==> src/rtl/fsc_pkg.sv <==
package fsc_pkg;

    localparam int NumPlanes = 6;
    localparam int CoordW    = 24;
    localparam int NormW     = 12;
    localparam int OffW      = 28;
    localparam int RadW      = 24;
    localparam int FracShift = 10;
    localparam int ProdW     = NormW + CoordW;   // exact normal * coordinate
    localparam int SumW      = ProdW + 5;        // three products + offset + radius
    localparam int DataW     = 64;
    localparam int AddrW     = 6;
    localparam int IdxW      = 3;

    // Plane register packing
    localparam int NxHi  = 63;
    localparam int NyHi  = 51;
    localparam int NzHi  = 39;
    localparam int OffHi = 27;

    // Register indexes (byte address = 8 * index)
    localparam logic [IdxW-1:0] RegPlaneLeft   = 3'd0;
    localparam logic [IdxW-1:0] RegPlaneRight  = 3'd1;
    localparam logic [IdxW-1:0] RegPlaneTop    = 3'd2;
    localparam logic [IdxW-1:0] RegPlaneBottom = 3'd3;
    localparam logic [IdxW-1:0] RegPlaneNear   = 3'd4;
    localparam logic [IdxW-1:0] RegPlaneFar    = 3'd5;
    localparam logic [IdxW-1:0] RegRadius      = 3'd6;

    localparam logic [RadW-1:0] RadiusReset = 24'd256;   // 1.0 in Q16.8

    typedef struct packed {
        logic signed [CoordW-1:0] pos_x;
        logic signed [CoordW-1:0] pos_y;
        logic signed [CoordW-1:0] pos_z;
    } t_pos_beat;

    typedef struct packed {
        logic signed [CoordW-1:0] vis_x;
        logic signed [CoordW-1:0] vis_y;
        logic signed [CoordW-1:0] vis_z;
    } t_vis_beat;

    // Load enables of the two lane stages
    typedef struct packed {
        logic s1;
        logic s2;
    } t_stage_en;

endpackage

==> src/rtl/fsc_plane_lane.sv <==
module fsc_plane_lane import fsc_pkg::*; (
    input  logic             i_clk,
    input  t_stage_en        i_en,
    input  logic [DataW-1:0] i_plane,
    input  logic [RadW-1:0]  i_radius,
    input  t_pos_beat        i_pos,
    output logic             o_pass
);

    logic signed [NormW-1:0] nx, ny, nz;
    logic signed [OffW-1:0]  off;
    logic signed [ProdW-1:0] cx, cy, cz, nxe, nye, nze;
    logic signed [ProdW-1:0] n_prod_x, n_prod_y, n_prod_z;
    logic signed [ProdW-1:0] r_prod_x, r_prod_y, r_prod_z;
    logic signed [SumW-1:0]  ext_x, ext_y, ext_z, ext_off, ext_rad;
    logic signed [SumW-1:0]  n_part_a, n_part_b, r_part_a, r_part_b;
    logic signed [SumW-1:0]  total;

    assign nx  = i_plane[NxHi  -: NormW];
    assign ny  = i_plane[NyHi  -: NormW];
    assign nz  = i_plane[NzHi  -: NormW];
    assign off = i_plane[OffHi -: OffW];

    assign nxe = ProdW'(nx);
    assign nye = ProdW'(ny);
    assign nze = ProdW'(nz);
    assign cx  = ProdW'(i_pos.pos_x);
    assign cy  = ProdW'(i_pos.pos_y);
    assign cz  = ProdW'(i_pos.pos_z);

    // stage 1: the three products
    assign n_prod_x = nxe * cx;
    assign n_prod_y = nye * cy;
    assign n_prod_z = nze * cz;

    always_ff @(posedge i_clk) begin
        if (i_en.s1) begin
            r_prod_x <= n_prod_x;
            r_prod_y <= n_prod_y;
            r_prod_z <= n_prod_z;
        end
    end

    // stage 2: two partial sums; offset and radius moved to the Q.18 scale
    assign ext_x   = SumW'(r_prod_x);
    assign ext_y   = SumW'(r_prod_y);
    assign ext_z   = SumW'(r_prod_z);
    assign ext_off = SumW'(off) <<< FracShift;
    assign ext_rad = $signed({{(SumW-RadW){1'b0}}, i_radius}) <<< FracShift;

    assign n_part_a = ext_x + ext_y;
    assign n_part_b = ext_z + ext_off + ext_rad;

    always_ff @(posedge i_clk) begin
        if (i_en.s2) begin
            r_part_a <= n_part_a;
            r_part_b <= n_part_b;
        end
    end

    // n.c + d + r > 0, strict
    assign total  = r_part_a + r_part_b;
    assign o_pass = !total[SumW-1] && (total != '0);

endmodule

==> config.mk <==
export PLATFORM = sky130hd
export DESIGN_NAME = fsc_plane_lane
export DESIGN_NICKNAME = d
export VERILOG_FILES = /design/src/rtl/fsc_pkg.sv /design/src/rtl/fsc_plane_lane.sv
export SDC_FILE = /design/constraint.sdc
export NUM_CORES = 2
export LEC_CHECK = 0
export BUFFER_PORTS_ARGS = -buffer_cell sky130_fd_sc_hd__clkbuf_2
export CAP_MARGIN = 5
export CORE_MARGIN = 1
export CORE_UTILIZATION = 60
export CTS_BUF_LIST = sky130_fd_sc_hd__clkbuf_4
export DETAILED_ROUTE_END_ITERATION = 16
export PLACE_DENSITY_LB_ADDON = 0.25
export SLEW_MARGIN = 0
export SYNTH_ARGS = -nofsm -noshare
export SYNTH_HDL_FRONTEND = slang
export SYNTH_SLANG_ARGS = --single-unit
==> constraint.sdc <==
create_clock -name i_clk -period 8.3 [get_ports i_clk]
set_input_delay 1.245 -clock i_clk [delete_from_list [all_inputs] [get_ports i_clk]]
set_output_delay 1.245 -clock i_clk [all_outputs]
set_load 0.02 [all_outputs]
==> results.txt <==
The number of detailed-routing iterations run before antenna repair came out at 6. The largest fanout on the critical path came out at 24. Once the clock tree was built, the setup fixing pass inserted 0 buffers. The die outline height is 264 um. In this design, the largest share of critical-path delay is due to adder cells. The total number of yosys warnings is 0. The number of gates resized after CTS was 0. The number of nets in the synthesized netlist is 5767. The data arrival time of the critical path is 7.42 ns.

The cell sitting at the root of the clock tree is a sky130_fd_sc_hd__clkbuf_4. The detailed router placed 30200 vias in this run. Each instance of the synthesized netlist takes up on average just over 9 um^2. Counting flops with an async set or reset pin after synthesis yields a share of 0. The final-layout fill cell count is 5586. The top flip-flop cell by instance count after synthesis is sky130_fd_sc_hd__edfxtp_1.

The slew of the pin with the lowest slew margin came out at about 1.0 ns. The core area is around 67000 um^2. The number of clock sinks came out at 185. The share of the synthesized area in the top cell type came out at 0.391. The worst setup slack for register-to-register paths came out at 3.92 ns.

The minimum period implied by the final worst setup slack is 6.98 ns. The maximum buffer depth of the clock tree is 2. For this design, the slowest cell found on the critical path is sky130_fd_sc_hd__a2111oi_0. The relative max-transition margin came out at 0.330.

164 I/O pins were placed. Sorting the synthesized cells by area gives the leading types as sky130_fd_sc_hd__fa_1 (39%), sky130_fd_sc_hd__edfxtp_1 (14%), sky130_fd_sc_hd__ha_1 (10%). Summed over all failing endpoints, the final setup total negative slack is 0 ns. The synthesis-stage register bit count is 185.

The final hold violation count is 0. The largest total area in the synthesized netlist belongs to sky130_fd_sc_hd__fa_1. The clock latency reported for the late side of the worst-skew pair came out at 0.66 ns.

The clock skew after layout is 0.0319 ns. The number of antenna violations at the first check in global routing came out at 2. The floorplan step defined a die boundary enclosing 69400 um^2.

The number of H-tree levels is 4. The most common cell in the synthesized netlist is sky130_fd_sc_hd__inv_1. The die span in x is about 260 um. The clock slew at the register clock pins of the worst setup and hold paths is 0.17 ns. After the first detailed-routing iteration, the DRC count stood at 1992. The total of buffers placed on input and output ports came out at 163. The worst setup path is captured at a flip-flop.

The detailed-route wire length per cell came out at ~17 um. The via count of the first global-routing pass is 31406. The CTS tree is built. The count of pins over their slew limit is 0. The number of buffers inserted during clock tree synthesis came out at 17. The total congestion overflow after global routing came out at 0.

The class of the tightest hold or removal check is flip-flop to flip-flop. Sorting the synthesized cells by how often they occur yields sky130_fd_sc_hd__inv_1 (992), sky130_fd_sc_hd__fa_1 (801), sky130_fd_sc_hd__nand2_1 (678). The hold buffer count at CTS came out at 0.

For the worst setup path, the data required time is slightly below 9 ns. Counting both buffers and inverters, the worst setup path holds a total of 5. The proportion of synthesized chip area in sequential cells is 0.135.

The detail route stage leaves a number of antenna-violating nets equal to 0. The wire length of the first global-routing pass came out at ~160000 um. Of the cells placed in the final design, the portion with a size suffix greater than 1 is 0.0520. The synthesized instance count is approximately 4500.

The flow ran to the end, and the final reports show no timing, DRC or antenna violations. The number of placement rows came out at 95. The final-report setup violation count came out at 0. The pin count of the biggest net entering global routing came out at 78. For this run, the slowest stage of the critical path takes 0.56 ns. After synthesis, the netlist uses 81 different library cells. After synthesis the cells add up to ~41000 um^2. The routability congestion estimate is ~0.94. The most frequent cell on the critical path is sky130_fd_sc_hd__fa_1. The part of the cycle the worst path needs is 0.842. The count of flip-flops with a built-in enable after synthesis is 185. The maximum clock frequency came out at 0.143 GHz. The final layout contains routed wiring with a total length of between 90000 and 100000 um. The total routing resource utilization after global routing is 0.285. Setup repair after global routing left no endpoint under its margin. The area added between synthesis and finish came out at 3.93%. The effective utilization at floorplan came out at 0.609. The net count reported at finish is 5784.

Walking the worst path, the cells encountered are clkbuf_2 > nand2_1 > fa_1 > fa_1 > fa_1 > inv_1 > fa_1 > inv_1 > fa_1 > inv_1 > ha_1 > o21a_1 > a2111oi_0 > o21ai_0 > o22ai_2 > o31ai_1 > buf_4 > a2111oi_2 > o21bai_1 > a21oi_1 > xnor2_1. The HPWL after detailed placement is 77900 um. The total of max-cap violations is 0. The critical path is of the input pin to flip-flop type. The via density per instance is 5.62. The number of design rule violations left after detail routing came out at 0. STA classifies the critical path startpoint as an input pin.
worst paths after layout:
path | end | cells after the start | from
worst max-delay path | r_prod_z[34] | 21 | i_plane[31]
worst max register to register | r_part_b[37] | 15 | r_prod_z[11]
worst min register to register | r_part_b[5] | 0 | r_prod_z[5]
worst min-delay path | r_part_b[5] | 0 | r_prod_z[5]
final cells by class:
cell class                      count  area [um^2]  area share
Antenna cell                        2         5.00    0.000117
Clock buffer                       18          135     0.00317
Clock inverter                     14          155     0.00364
Inverter                          993         3730      0.0874
Multi-Input combinational cell   3120        31100       0.729
Sequential cell                   185         5560       0.130
Tap cell                          873         1090      0.0256
Timing Repair Buffer              170          873      0.0205
registers in the layout (all words and copies together), names as in the netlist:
signal,cells
r_part_b,40
r_prod_x,36
r_prod_z,36
r_part_a,37
r_prod_y,36
kinds of logic after synthesis:
family	synth area share
adders and majority gates	0.492
muxes	0.00180
DFF	0.135
buffers and inverters	0.107
xor gates and xnor gates	0.0367
and+or+nand+nor	0.144
AOI/OAI and AO/OA	0.0834
metrics by stage:
stage	cell area, um^2	hold WS [ns]	util	cells	setup WS (ns)
after global placement	42400	0.405	0.628	5341	0.727
after CTS	42600	0.436	0.633	5373	1.37
final	42700	0.431	0.633	5375	1.32
after floorplan	41000	0.400	-	4470	1.60
after detailed placement	42400	0.405	0.628	5341	0.665
after global routing	42700	0.448	0.633	5375	0.882
worst reg2reg max path, delay by kind of cell (launching register included):
family | cells | cell delay (ns)
AO/OA/AOI/OAI | 8 | 2.11
adder cells (fa/ha/maj) | 3 | 1.13
flip-flops | 1 | 0.42
AND/OR/NAND/NOR | 2 | 0.24
XOR/XNOR | 1 | 0.14
buffers and inverters | 1 | 0.07
cells in the final DEF (no fill, tap or decap), types with 10 or more instances in the layout:
cell type and n:
sky130_fd_sc_hd__a21oi_1 151, sky130_fd_sc_hd__nand3_1 43, sky130_fd_sc_hd__and3_1 21, sky130_fd_sc_hd__nand2b_1 42, sky130_fd_sc_hd__nor2_1 157, sky130_fd_sc_hd__fa_1 801
sky130_fd_sc_hd__nand4_1 31, sky130_fd_sc_hd__a21o_1 72, sky130_fd_sc_hd__and2_1 205, sky130_fd_sc_hd__o31ai_1 13, sky130_fd_sc_hd__clkbuf_2 161, sky130_fd_sc_hd__o21bai_1 25
sky130_fd_sc_hd__inv_1 992, sky130_fd_sc_hd__nand2_1 678, sky130_fd_sc_hd__xor2_1 38, sky130_fd_sc_hd__a211oi_1 13, sky130_fd_sc_hd__xnor2_1 134, sky130_fd_sc_hd__a31oi_1 24
sky130_fd_sc_hd__o21ai_0 88, sky130_fd_sc_hd__ha_1 333, sky130_fd_sc_hd__clkbuf_4 18, sky130_fd_sc_hd__o21a_1 28, sky130_fd_sc_hd__o211ai_1 11, sky130_fd_sc_hd__nor2b_1 30
sky130_fd_sc_hd__edfxtp_1 185, sky130_fd_sc_hd__or2_2 10, sky130_fd_sc_hd__or3_1 11, sky130_fd_sc_hd__nor3_1 34
metal layers:
layer,vias to the layer above,wire [um],GRT usage
met4,0,3250,0.0994
met5,-,0,0
li1,13819,-,-
met3,178,6160,0.0342
met2,1087,44700,0.467
met1,15116,39300,0.393
Power is not shown: default switching activity piles up to over one toggle a cycle in this logic, so the estimate is an artifact.
